===== src/rtl/core/mavg_pkg.sv =====
// Shared types and constants for the three-axis moving-average filter.
// Used by mavg_div, moving_average_three_axis and the testbench; depends on nothing.
package mavg_pkg;

  localparam int SAMPLE_BITS = 16;
  localparam int CFG_BITS    = 9;
  localparam int NUM_AXES    = 3;
  localparam int AXIS_BITS   = 2;

  localparam logic [CFG_BITS-1:0]  RESET_WINDOW = CFG_BITS'(200);
  localparam logic [AXIS_BITS-1:0] AXIS_ROLL    = AXIS_BITS'(0);
  localparam logic [AXIS_BITS-1:0] AXIS_PITCH   = AXIS_BITS'(1);
  localparam logic [AXIS_BITS-1:0] AXIS_YAW     = AXIS_BITS'(2);

  typedef struct packed {
    logic signed [SAMPLE_BITS-1:0] roll_angle;
    logic signed [SAMPLE_BITS-1:0] pitch_angle;
    logic signed [SAMPLE_BITS-1:0] yaw_angle;
  } angle_t;

  typedef struct packed {
    logic signed [SAMPLE_BITS-1:0] roll_average;
    logic signed [SAMPLE_BITS-1:0] pitch_average;
    logic signed [SAMPLE_BITS-1:0] yaw_average;
  } average_t;

endpackage


===== src/rtl/core/mavg_div.sv =====
// Bit-serial restoring divider: signed running sum by unsigned sample count.
// One quotient bit per cycle, quotient truncates toward zero. Uses mavg_pkg.
module mavg_div
  import mavg_pkg::*;
#(
  parameter int SUM_BITS = 24,
  parameter int CNT_BITS = 9
) (
  input  logic                          clk_i,
  input  logic                          rst_ni,
  input  logic                          start_i,
  input  logic signed [SUM_BITS-1:0]    dividend_i,
  input  logic        [CNT_BITS-1:0]    divisor_i,
  output logic                          done_o,
  output logic signed [SAMPLE_BITS-1:0] quotient_o
);

  localparam int ITER_BITS = (SUM_BITS > 1) ? $clog2(SUM_BITS) : 1;

  logic                 busy_q;
  logic                 done_q;
  logic                 neg_q;
  logic [ITER_BITS-1:0] iter_q;
  logic [CNT_BITS-1:0]  rem_q;
  logic [CNT_BITS-1:0]  dsr_q;
  logic [SUM_BITS-1:0]  quo_q;

  logic [CNT_BITS:0]    trial;
  logic                 fits;
  logic [CNT_BITS:0]    trial_sub;
  logic [SUM_BITS-1:0]  quo_signed;

  assign trial      = {rem_q, quo_q[SUM_BITS-1]};
  assign fits       = trial >= {1'b0, dsr_q};
  assign trial_sub  = trial - {1'b0, dsr_q};
  assign quo_signed = neg_q ? (~quo_q + SUM_BITS'(1)) : quo_q;
  assign quotient_o = quo_signed[SAMPLE_BITS-1:0];
  assign done_o     = done_q;

  always_ff @(posedge clk_i or negedge rst_ni) begin
    if (!rst_ni) begin
      busy_q <= 1'b0;
      done_q <= 1'b0;
      iter_q <= '0;
    end else begin
      done_q <= 1'b0;
      if (start_i) begin
        busy_q <= 1'b1;
        iter_q <= ITER_BITS'(SUM_BITS - 1);
      end else if (busy_q) begin
        iter_q <= iter_q - ITER_BITS'(1);
        if (iter_q == '0) begin
          busy_q <= 1'b0;
          done_q <= 1'b1;
        end
      end
    end
  end

  always_ff @(posedge clk_i) begin
    if (start_i) begin
      neg_q <= dividend_i[SUM_BITS-1];
      quo_q <= dividend_i[SUM_BITS-1] ? (~dividend_i + SUM_BITS'(1)) : dividend_i;
      rem_q <= '0;
      dsr_q <= divisor_i;
    end else if (busy_q) begin
      rem_q <= fits ? trial_sub[CNT_BITS-1:0] : trial[CNT_BITS-1:0];
      quo_q <= {quo_q[SUM_BITS-2:0], fits};
    end
  end

  a_done_after_busy: assert property (@(posedge clk_i) disable iff (!rst_ni)
    done_q |-> $past(busy_q))
    else $error("divider done without a running division");

  a_no_restart: assert property (@(posedge clk_i) disable iff (!rst_ni)
    start_i |-> !busy_q)
    else $error("divider restarted while busy");

endmodule


===== config.mk =====
export PLATFORM = sky130hd
export DESIGN_NAME = mavg_div
export DESIGN_NICKNAME = d
export VERILOG_FILES = /design/src/rtl/core/mavg_pkg.sv /design/src/rtl/core/mavg_div.sv
export SDC_FILE = /design/constraint.sdc
export NUM_CORES = 1
export LEC_CHECK = 0
export BUFFER_PORTS_ARGS = -buffer_cell sky130_fd_sc_hd__buf_2
export CAP_MARGIN = 20
export CORE_ASPECT_RATIO = 0.8
export CORE_MARGIN = 5
export CORE_UTILIZATION = 50
export DETAILED_ROUTE_END_ITERATION = 12
export GPL_TIMING_DRIVEN = 0
export HOLD_SLACK_MARGIN = 0.02
export PLACE_DENSITY = 0.72
export SKIP_LAST_GASP = 1
export SLEW_MARGIN = 20
export SYNTH_ARGS = -nofsm -noshare
export SYNTH_HDL_FRONTEND = slang
export SYNTH_SLANG_ARGS = --single-unit

===== constraint.sdc =====
create_clock -name clk_i -period 2.6 [get_ports clk_i]
set_clock_uncertainty 0.15 [all_clocks]
set_input_delay 0.52 -clock clk_i [delete_from_list [all_inputs] [get_ports clk_i]]
set_output_delay 0.52 -clock clk_i [all_outputs]
set_load 0.01 [all_outputs]

Yosys cells after proc, flatten, opt, wreduce, memory -nomap -nowiden
Index checks and enable logic that the tools add are counted.
- add/sub/neg operators: 4
- $lt $le $gt $ge: 1
- multiplexer cells: 13
- bitwise gates (word level): 2
- reductions and logical operators: 2
- operators by type and width (kind ; number):
    24-bit two-way mux ; 3
    24-bit by 2-bit adder with 24-bit output (second input constant) ; 1
    24-bit inverter ; 1
    16-bit by 1-bit adder with 16-bit output (second input constant) ; 1
    16-bit two-way mux ; 1
    16-bit inverter ; 1
    10-bit by 9-bit >= comparator with 1-bit output ; 1
    5-bit two-way mux ; 2
    9-bit two-way mux ; 1
    9-bit subtractor ; 1
    1-bit two-way mux ; 6
    5-bit zero test ; 1
    5-bit by 1-bit subtractor with 5-bit output (second input constant) ; 1
    2-bit nonzero test ; 1
- register bits after elaboration: 50
- bits of input ports: 36
- output and inout bits: 17
- word-level logic and storage cells: 29

Depth between registers and ports, before layout
Gate-level depths: netlist of the first run.
- depth in word-level cells: 4
- mapped depth: 10

Least setup slack after synthesis of the first run
Ideal clock, no wire load.
- path type: register -> register
- start: register quo_q[23]
- end: register rem_q[1]
- data arrival time: 2.031 ns
- setup slack: 0.282 ns
- cell stages (with the launch flop): 11
- buffers on the path: 1
- cell sequence: edfxtp_1 -> inv_1 -> ha_1 -> inv_1 -> fa_1 -> a211oi_2 -> o211ai_1 -> a21oi_2 -> buf_4 -> mux2i_1 -> a211oi_1
- cells in the longest elaborated chain, start to end: 2
- elaborated cells between the ends (all ways): 3
- classes of those cells: add/sub (1); order compare (1); mux (1)
- RTL lines (item ; RTL line ; RTL):
    start, declared ; mavg_div.sv:26 ; logic [SUM_BITS-1:0] quo_q;
    start signal, assigned ; mavg_div.sv:63 ; quo_q <= dividend_i[SUM_BITS-1] ? (~dividend_i + SUM_BITS'(1)) : dividend_i;
    start signal, assigned ; mavg_div.sv:68 ; quo_q <= {quo_q[SUM_BITS-2:0], fits};
    9-bit subtractor or 10-bit by 9-bit >= comparator with 1-bit output (tied branches) ; mavg_div.sv:35, mavg_div.sv:34 ;
    9-bit two-way mux (*) ; mavg_div.sv:67 ; rem_q <= fits ? trial_sub[CNT_BITS-1:0] : trial[CNT_BITS-1:0];
    end signal, assigned ; mavg_div.sv:67 ;
    end, declared ; mavg_div.sv:24 ; logic [CNT_BITS-1:0] rem_q;
Mark *: on every way between the ends. The rest lies on a longest branch, timed or not.
A chain may end at the register's enable or synchronous reset.

Final worst setup path of the first run
- start: register quo_q[11]
- end: output quotient_o[15]
- cells in the longest elaborated chain, start to end: 3
- RTL lines (item ; RTL line ; RTL):
    16-bit inverter ; mavg_div.sv:36 ; assign quo_signed = neg_q ? (~quo_q + SUM_BITS'(1)) : quo_q;
    16-bit by 1-bit adder with 16-bit output ; mavg_div.sv:36 ;
    16-bit two-way mux ; mavg_div.sv:36 ;
    end, declared ; mavg_div.sv:15 ; output logic signed [SAMPLE_BITS-1:0] quotient_o
Every way passes these cells.

==> results of run 1 <==
==> cell usage in the layout, fill, tap and decap left out, types with 2 or more instances in the layout <==
master     n
or4_1      2
a211oi_2   2
ha_1      12
edfxtp_1  34
nor4_1     2
o31ai_1    9
buf_2     52
clkbuf_1  10
a211oi_1   3
clkbuf_8   5
buf_1      2
nand4b_1   3
xnor2_1   18
a32oi_1    2
o41ai_2    3
a21oi_1   28
nand2b_1  11
o31ai_2    2
mux2i_1    7
nor2_1    41
xor2_1    25
nor2b_1    6
nor3_1     5
inv_1     19
dfxtp_1    9
or4b_2     2
o41ai_1    3
o21ai_0   17
dfrtp_1    7
nand3_1    4
nand2_1   22
nand4_1    3
o21ai_1    3
buf_4      6
==> per-stage QoR <==
stage	total power [mW]	std cells	cell area (um^2)
5_1_grt	2.86	490	3800
6_report	2.66	490	3800
3_3_place_gp	2.11	476	3620
4_1_cts	2.61	487	3730
3_5_place_dp	2.15	476	3620
2_1_floorplan	1.86	340	3260
==> logic make-up (layout without fill, tap and decap cells) <==
group / count (synthesis) / in the layout / synth area share [%]
and+or+nand+nor: 112 / 112 / 18.0
AOI/OAI and AO/OA: 81 / 81 / 16.1
DFF: 50 / 50 / 42.3
muxes: 8 / 8 / 2.50
xor gates and xnor gates: 43 / 43 / 11.6
adders and majority gates: 14 / 14 / 5.61
buffers and inverters: 32 / 98 / 3.92
==> final timing paths <==
| check | from | endpoint | slack [ps] | cells past startpoint |
|---|---|---|---|---|
| max | quo_q[11]$_DFFE_PP_ | quotient_o[15] | -20 | 4 |
| min | divisor_i[3] | dsr_q[3]$_DFFE_PP_ | 240 | 1 |
| max reg2reg | quo_q[23]$_DFFE_PP_ | rem_q[2]$_SDFFE_PP0P_ | 60 | 10 |
| min reg2reg | rem_q[8]$_SDFFE_PP0P_ | rem_q[8]$_SDFFE_PP0P_ | 330 | 2 |
| max in group asynchronous | rst_ni | iter_q[1]$_DFFE_PN0P_ | 1720 | 2 |
| min in group asynchronous | rst_ni | iter_q[0]$_DFFE_PN0P_ | 430 | 2 |
==> registers in the layout, indices dropped and copies added (netlist names) <==
name	cells
quo_q	24
dsr_q	9
rem_q	9
iter_q	5
busy_q	1
done_o	1
neg_q	1
==> where the power goes <==
| group | internal (mW) | switching [mW] |
|---|---|---|
| clock | 0.185 | 0.238 |
| combinational | 0.533 | 0.592 |
| sequential | 0.992 | 0.117 |
| total | 1.71 | 0.947 |
==> timing repair <==
item,4_1_cts,5_1_grt
endpoints found under the hold margin,7,0
pin swaps,1,5
setup buffers,2,3
endpoints found under the setup margin,11,16
hold buffers,1,0
resized for setup,1,12
==> worst max-delay path, stage by stage (launching register included) <==
cell and delay, ps:
edfxtp_1 510, or4_1 540, o31ai_2 300, xnor2_1 150
buf_2 150
==> routing by layer <==
metal	share of wire, %	wire length, um	GRT usage, %	up-vias
li1	-	-	-	1351
met1	48	3460	24.0	1281
met2	46	3290	27.3	62
met3	5.0	359	3.19	4
met4	0.67	48	4.58	0
met5	0	0	0	-
==> area by class of cell <==
cell class              count  area share (%)
multi-input cells         258            47.3
flip-flops and latches     50            36.2
repair buffers             58            8.11
well taps                  84            2.77
clock buffers               6            1.91
inverters                  19            1.88
plain buffers              13            1.58
clock inverters             2           0.231
==> impl_metrics.csv, run 1 <==
group,metric,value,unit
sta,rsz0062_at_grt,"yes",
logic_synthesis,yosys_warnings,0,
clock_tree,clock_latency,300,ps
critical_path,required,1930,ps
logic_synthesis,synth_nets,390,
logic_synthesis,ys_seq_area_share,42.3,%
die,dieArea,8240,um^2
die,floorplan.core_area,6380,um^2
logic_synthesis,synth_top_area_share,31.3,%
final_layout,ff_latch_area,1380,um^2
sta,hold_viol,0,
place,io_buffers,52,
die,io_pins,53,
route,wl,7160,um
power_and_ir_drop,cellPowerDensity,700,nW/um^2
place,place.gp.congestion,0.832,
critical_path,cp-start-kind,"flip-flop",
logic_synthesis,syn_inst,340,
global_routing,grt_pass1_vias,2488,
sta,maxSlewHeadroom,37.1,%
die,die_h,82.2,um
route,vias,2698,
clock_tree,clkTransAtPathRegs,90,ps
clock_tree,tritoncts,"built",
logic_synthesis,yosys.area.top_type,"edfxtp_1",
critical_path,end_kind,"primary output",
route,ant_nets,0,
power_and_ir_drop,p_leak,1.55,nW
final_layout,diodes,0,
sta,worst_pin_slew,943,ps
route,via_per_inst,5.51,
final_layout,finish.utilization,59.6,%
final_layout,finalNetCount,455,
route,dr.pass1.iters,4,
final_layout,syn_to_final_growth,16.6,%
sta,post-route-period-util,101,%
logic_synthesis,synth_edf_count,34,
logic_synthesis,synth_area,3260,um^2
global_routing,grt_pass1_wl,11300,um
clock_tree,clockRootBuffer,"clkbuf_8",
logic_synthesis,synthMostInstantiatedCell,"nor2_1",
critical_path,crit_type,"flip-flop to primary output",
clock_tree,numCtsBuffers,5,
sta,drv_slew,0,
logic_synthesis,ys_types,50,
place,dp_hpwl,5340,um
outcome,violations,"negative setup slack",
die,start_util,51.1,%
logic_synthesis,dominantRegCellSynth,"edfxtp_1",
global_routing,antenna_found_initial,0,
clock_tree,clkSinkCount,50,
outcome,status,"finished with violations",
hold_path,hp-class,"input port to flip-flop",
logic_synthesis,synth-seq-cells,50,
logic_synthesis,ys_top_cells_by_count,"nor2_1, edfxtp_1, a21oi_1, xor2_1, nand2_1",
final_layout,drive_above_1_share,21.2,%
flow_run,max_cap_violations,0,
sta,fmax,0.382,GHz
global_routing,grt_max_degree,25,
sta,setup_viol,1,
logic_synthesis,postSynthAreaPerCell,9.58,um^2
global_routing,grt_overflow,0,
logic_synthesis,async_flop_share,14.0,%
sta,tns,-19.4,ps
route,drt_first_iter_violations,155,
route,wl_per_cell,14.6,um
die,rows,26,
clock_tree,cts_htree_levels,2,
sta,fin_ws,-19.4,ps
critical_path,worstPathMaxFanout,5,
global_routing,track_usage,17.1,%
route,post-route-drc-count,0,
clock_tree,clockBufferDepth,2,
sta,period_minus_slack,2620,ps
logic_synthesis,synthTopCellsByArea,"edfxtp_1, xor2_1, dfxtp_1, dfrtp_1, ha_1",
final_layout,num-fill-cells,554,
place,pre_cts_ws,-79.4,ps
die,die_w,100,um
power_and_ir_drop,vdd_ir_drop_max,0.341,mV
final_layout,multi_input_comb_area,1800,um^2
sta,hold_slack,242,ps
critical_path,arrival,1950,ps
Note: power is estimated with default switching activity, not from simulation.
==> run 2: changes to the inputs <==
--- a/config.mk
+++ b/config.mk
@@ -7,7 +7,6 @@
 export LEC_CHECK = 0
 export BUFFER_PORTS_ARGS = -buffer_cell sky130_fd_sc_hd__buf_2
 export CAP_MARGIN = 20
-export CORE_ASPECT_RATIO = 0.8
 export CORE_MARGIN = 5
 export CORE_UTILIZATION = 50
 export DETAILED_ROUTE_END_ITERATION = 12
==> run 2 against run 1 <==
  * The run still ends with negative setup slack left
  * Utilization grew 0.62 points
  * Wire length is 1.3% higher
  * Global-route usage rose by 1.3 points
  * Worst hold slack got worse by 6.4 ps
  * Maximum frequency fell by 0.34%
  * Combinational power hardly changed
  * First-iteration DRC count is 34% higher
  * Critical path depth up 3
  * Register-to-register slack improved by 40 ps
  * Worst setup slack lost 8.8 ps
  * Design area increased by 0.63%
==> impl_metrics.csv, run 2 (synthesis gave the netlist of run 1 again) <==
group,metric,value,unit
outcome,status,"finished with violations",
outcome,violations,"negative setup slack",
route,vias,2713,
final_layout,largest_reg_flops,24,
route,post-route-drc-count,0,
route,via_per_inst,5.58,
sta,post-route-period-util,101,%
final_layout,diodes,0,
power_and_ir_drop,p_leak,1.56,nW
place,io_buffers,52,
die,dieArea,8230,um^2
critical_path,cp-start-kind,"flip-flop",
place,dp_hpwl,5460,um
clock_tree,numCtsBuffers,5,
sta,fmax,0.380,GHz
global_routing,grt_overflow,0,
clock_tree,clkTransAtPathRegs,90,ps
global_routing,grt_pass1_vias,2679,
die,rows,29,
global_routing,grt_max_degree,25,
final_layout,final_common_cell,"buf_2",
sta,worst_pin_slew,958,ps
global_routing,track_usage,18.4,%
power_and_ir_drop,cellPowerDensity,716,nW/um^2
critical_path,arrival,1960,ps
die,io_pins,53,
critical_path,crit_buf_inv,2,
critical_path,cpMaxStageDelayCell,"edfxtp_1",
final_layout,reg.largest.list,"quo_q: 24 flops, dsr_q: 9 flops, rem_q: 9 flops",
flow_run,max_cap_violations,0,
clock_tree,clkSinkCount,50,
route,wl,7250,um
critical_path,crit_chain,"inv_1, ha_2, nor2b_4, nand4_1, o31ai_2, xnor2_1, buf_2",
sta,rsz0062_at_grt,"yes",
sta,maxSlewHeadroom,36.1,%
sta,period_minus_slack,2630,ps
route,dr.pass1.iters,4,
sta,hold_slack,235,ps
sta,drv_slew,0,
die,start_util,51.3,%
clock_tree,clockRootBuffer,"clkbuf_8",
critical_path,critPathMaxStageDelay,480,ps
critical_path,crit_type,"flip-flop to primary output",
die,die_w,90.7,um
sta,fin_ws,-28.2,ps
global_routing,antenna_found_initial,0,
critical_path,worstPathMaxFanout,3,
critical_path,end_kind,"primary output",
clock_tree,cts_htree_levels,2,
global_routing,grt_pass1_wl,12600,um
die,floorplan.core_area,6350,um^2
route,ant_nets,0,
final_layout,finalNetCount,458,
final_layout,syn_to_final_growth,17.3,%
power_and_ir_drop,vdd_ir_drop_max,0.591,mV
sta,setup_viol,3,
final_layout,layout_common_cells,"buf_2, nor2_1, edfxtp_1, a21oi_1, xor2_1",
critical_path,required,1930,ps
sta,hold_viol,0,
power_and_ir_drop,power,2.74,mW
final_layout,top_register,"quo_q",
final_layout,drive_above_1_share,22.0,%
clock_tree,clockBufferDepth,2,
place,place.gp.congestion,0.866,
clock_tree,tritoncts,"built",
clock_tree,clock_latency,300,ps
critical_path,path_delay_family,"flip-flops",
route,drt_first_iter_violations,208,
route,wl_per_cell,14.9,um
hold_path,hp-class,"input port to flip-flop",
die,die_h,90.7,um
## run 2: worst reg2reg max path, delay by kind of cell, from the launching register on
family / cells / cell delay [ps]
buffers and inverters: 2 / 230
AO/OA/AOI/OAI: 4 / 670
AND/OR/NAND/NOR: 1 / 520
adder cells (fa/ha/maj): 2 / 440
flip-flops: 1 / 400
## run 2: cell type report
class	count	area (um^2)
fillers	563	2530
well taps	77	96.3
clock inverters	1	5.00
clock buffers	7	86.3
inverters	19	71.3
repair buffers	61	330
flip-flops and latches	50	1380
plain buffers	13	60.1
multi-input cells	258	1800
## run 2: power breakdown
group	internal [mW]	switching, mW	total [mW]
logic	0.558	0.596	1.15
registers	0.992	0.121	1.11
clock network	0.215	0.254	0.470
total	1.77	0.971	2.74
## run 2: repair_timing
item                                    CTS  global route
hold buffers                              1             0
setup buffers                             2             6
endpoints found under the setup margin   11            12
resized for setup                         3            11
pin swaps                                 1             7
hold endpoints to repair                  7             0
## run 2: stage by stage
step | setup TNS, ps | setup WS, ps | cell area (um^2) | instances | utilization [%]
2_1_floorplan | 0 | 282 | 3260 | 340 | -
3_3_place_gp | -87.3 | -69.3 | 3610 | 469 | 56.9
3_5_place_dp | -71.7 | -66.1 | 3610 | 469 | 56.9
4_1_cts | -191 | -62.7 | 3740 | 480 | 58.9
5_1_grt | -535 | -160 | 3820 | 486 | 60.2
6_report | -34.4 | -28.2 | 3820 | 486 | 60.2
## run 2: path summary, 6_finish.rpt
path	cells past startpoint	slack, ps	endpoint	start
hold / removal	1	240	dsr_q[8]$_DFFE_PP_	divisor_i[8]
max in group asynchronous	2	1720	iter_q[1]$_DFFE_PN0P_	rst_ni
hold reg to reg	2	310	rem_q[8]$_SDFFE_PP0P_	rem_q[8]$_SDFFE_PP0P_
setup reg to reg	9	100	rem_q[7]$_SDFFE_PP0P_	dsr_q[0]$_DFFE_PP_
min in group asynchronous	2	420	done_o$_DFF_PN0_	rst_ni
setup / recovery	7	-30	quotient_o[12]	quo_q[0]$_DFFE_PP_
## run 2: metal layers
metal	vias to the layer above	part of all wire [%]	track usage [%]
li1	1357	-	-
met1	1289	46	24.6
met2	61	48	29.8
met3	6	4.4	3.75
met4	0	1.4	5.58
met5	-	0	0
==> run 3: changes to the inputs <==
--- a/config.mk
+++ b/config.mk
@@ -12,6 +12,7 @@
 export DETAILED_ROUTE_END_ITERATION = 12
 export GPL_TIMING_DRIVEN = 0
 export HOLD_SLACK_MARGIN = 0.02
+export MAX_ROUTING_LAYER = met4
 export PLACE_DENSITY = 0.72
 export SKIP_LAST_GASP = 1
 export SLEW_MARGIN = 20
==> run 3 against run 2 <==
  * The flow still finishes with violations (negative setup slack)
  * Flip-flop and latch count stayed put
  * First-iteration DRC count is 4.8% lower
  * Worst setup slack better by 0.63 ps
  * Non-clock buffer count stayed put
  * Worst hold slack better by 1.5 ps
  * Clock power hardly changed
  * Sequential share of layout area stayed put
  * Register-to-register slack hardly changed
  * Critical path type unchanged
==> impl_metrics.csv, run 3 (synthesis gave the netlist of run 1 again) <==
group,metric,value,unit
outcome,status,"finished with violations",
outcome,violations,"negative setup slack",
place,pre_cts_ws,-66.1,ps
power_and_ir_drop,power,2.74,mW
clock_tree,clkSinkCount,50,
route,wl_met2,3490,um
critical_path,worstPathMaxFanout,3,
die,dieArea,8230,um^2
critical_path,crit_chain,"inv_1, ha_2, nor2b_4, nand4_1, o31ai_2, xnor2_1, buf_2",
route,via_per_inst,5.59,
hold_path,hp-class,"input port to flip-flop",
clock_tree,clkTransAtPathRegs,90,ps
clock_tree,clock_latency,300,ps
power_and_ir_drop,cellPowerDensity,716,nW/um^2
final_layout,reg.largest.list,"quo_q: 24 flops, dsr_q: 9 flops, rem_q: 9 flops",
die,floorplan.core_area,6350,um^2
clock_tree,cts_htree_levels,2,
critical_path,cpMaxStageDelayCell,"edfxtp_1",
global_routing,grt_pass1_wl,12600,um
sta,fmax,0.381,GHz
global_routing,antenna_found_initial,0,
global_routing,grt_max_degree,25,
route,drt-met1-wl,3280,um
clock_tree,tritoncts,"built",
sta,fin_ws,-27.6,ps
flow_run,max_cap_violations,0,
route,drt_first_iter_violations,198,
power_and_ir_drop,p_leak,1.56,nW
place,io_buffers,52,
critical_path,arrival,1960,ps
place,dp.cells,469,
critical_path,critPathMaxStageDelay,480,ps
route,met3WireLength,357,um
final_layout,diodes,0,
die,io_pins,53,
critical_path,crit_buf_inv,2,
critical_path,required,1930,ps
clock_tree,clockRootBuffer,"clkbuf_8",
sta,drv_slew,0,
route,post-route-drc-count,0,
critical_path,cp-start-kind,"flip-flop",
place,dp_hpwl,5460,um
final_layout,finalNetCount,458,
global_routing,grt_overflow,0,
power_and_ir_drop,vdd_ir_drop_max,0.590,mV
global_routing,track_usage,18.9,%
final_layout,largest_reg_flops,24,
die,die_w,90.7,um
clock_tree,numCtsBuffers,5,
critical_path,end_kind,"primary output",
final_layout,layout_common_cells,"buf_2, nor2_1, edfxtp_1, a21oi_1, xor2_1",
sta,rsz0062_at_grt,"yes",
place,place.gp.congestion,0.880,
route,wl_per_cell,14.9,um
final_layout,drive_above_1_share,22.0,%
final_layout,syn_to_final_growth,17.3,%
route,dr.pass1.iters,4,
global_routing,grt_pass1_vias,2677,
die,die_h,90.7,um
final_layout,top_register,"quo_q",
sta,period_minus_slack,2630,ps
final_layout,finish.utilization,60.2,%
sta,maxSlewHeadroom,36.3,%
sta,setup_viol,3,
final_layout,final_cells,486,
final_layout,final_common_cell,"buf_2",
route,ant_nets,0,
route,top_layer,"met4",
critical_path,crit_type,"flip-flop to primary output",
die,start_util,51.3,%
sta,post-route-period-util,101,%
route,wl,7230,um
sta,worst_pin_slew,955,ps
critical_path,path_delay_family,"flip-flops",
sta,hold_viol,0,
sta,tns,-42.4,ps
clock_tree,clockBufferDepth,2,
die,rows,29,
route,vias,2716,
[run 3: cell counts in the layout (fill, tap and decap cells not counted)]
Identical to the previous run, type by type.
[run 3: where the power goes]
part           internal, mW  switching [mW]
logic                 0.558           0.594
clock network         0.215           0.256
registers             0.992           0.121
[run 3: path summary, 6_finish.rpt]
path	startpoint	end	slack (ps)	cells past startpoint
hold / removal	divisor_i[8]	dsr_q[8]$_DFFE_PP_	240	1
hold reg to reg	rem_q[8]$_SDFFE_PP0P_	rem_q[8]$_SDFFE_PP0P_	310	2
setup reg to reg	dsr_q[0]$_DFFE_PP_	rem_q[7]$_SDFFE_PP0P_	100	9
max in group asynchronous	rst_ni	iter_q[1]$_DFFE_PN0P_	1720	2
min in group asynchronous	rst_ni	done_o$_DFF_PN0_	430	2
setup / recovery	quo_q[0]$_DFFE_PP_	quotient_o[12]	-30	7
[run 3: area by class of cell]
| type | instances | area (um^2) |
|---|---|---|
| Fill cell | 563 | 2530 |
| Multi-Input combinational cell | 258 | 1800 |
| Sequential cell | 50 | 1380 |
| Timing Repair Buffer | 61 | 330 |
| Tap cell | 77 | 96.3 |
| Clock buffer | 7 | 86.3 |
| Inverter | 19 | 71.3 |
| Buffer | 13 | 60.1 |
| Clock inverter | 1 | 5.00 |
[run 3: repair_timing]
action | in CTS | in global routing
setup endpoints to repair | 11 | 12
pin swaps | 1 | 7
setup buffers | 2 | 6
hold buffers | 1 | 0
endpoints found under the hold margin | 7 | 0
gates resized for setup | 3 | 11
[run 3: worst reg2reg max path, cell delays in order, from the launching register on]
cell and delay [ps]:
edfxtp_1 400, ha_1 220, inv_1 70, fa_2 220, a211oi_2 90, o211ai_1 220
a21oi_2 100, buf_4 160, or4_1 520, a32o_1 260
[run 3: layer usage]
metal | GRT usage (%) | vias to the layer above
met5 | - | -
met2 | 29.8 | 67
met3 | 3.50 | 7
met1 | 24.9 | 1283
li1 | - | 1359
met4 | 5.58 | 0
[run 3: through the flow]
stage	hold slack [ps]	cell area [um^2]
after floorplan	74.4	3260
after global placement	208	3610
after detailed placement	211	3610
after CTS	226	3740
after global routing	213	3820
final	237	3820
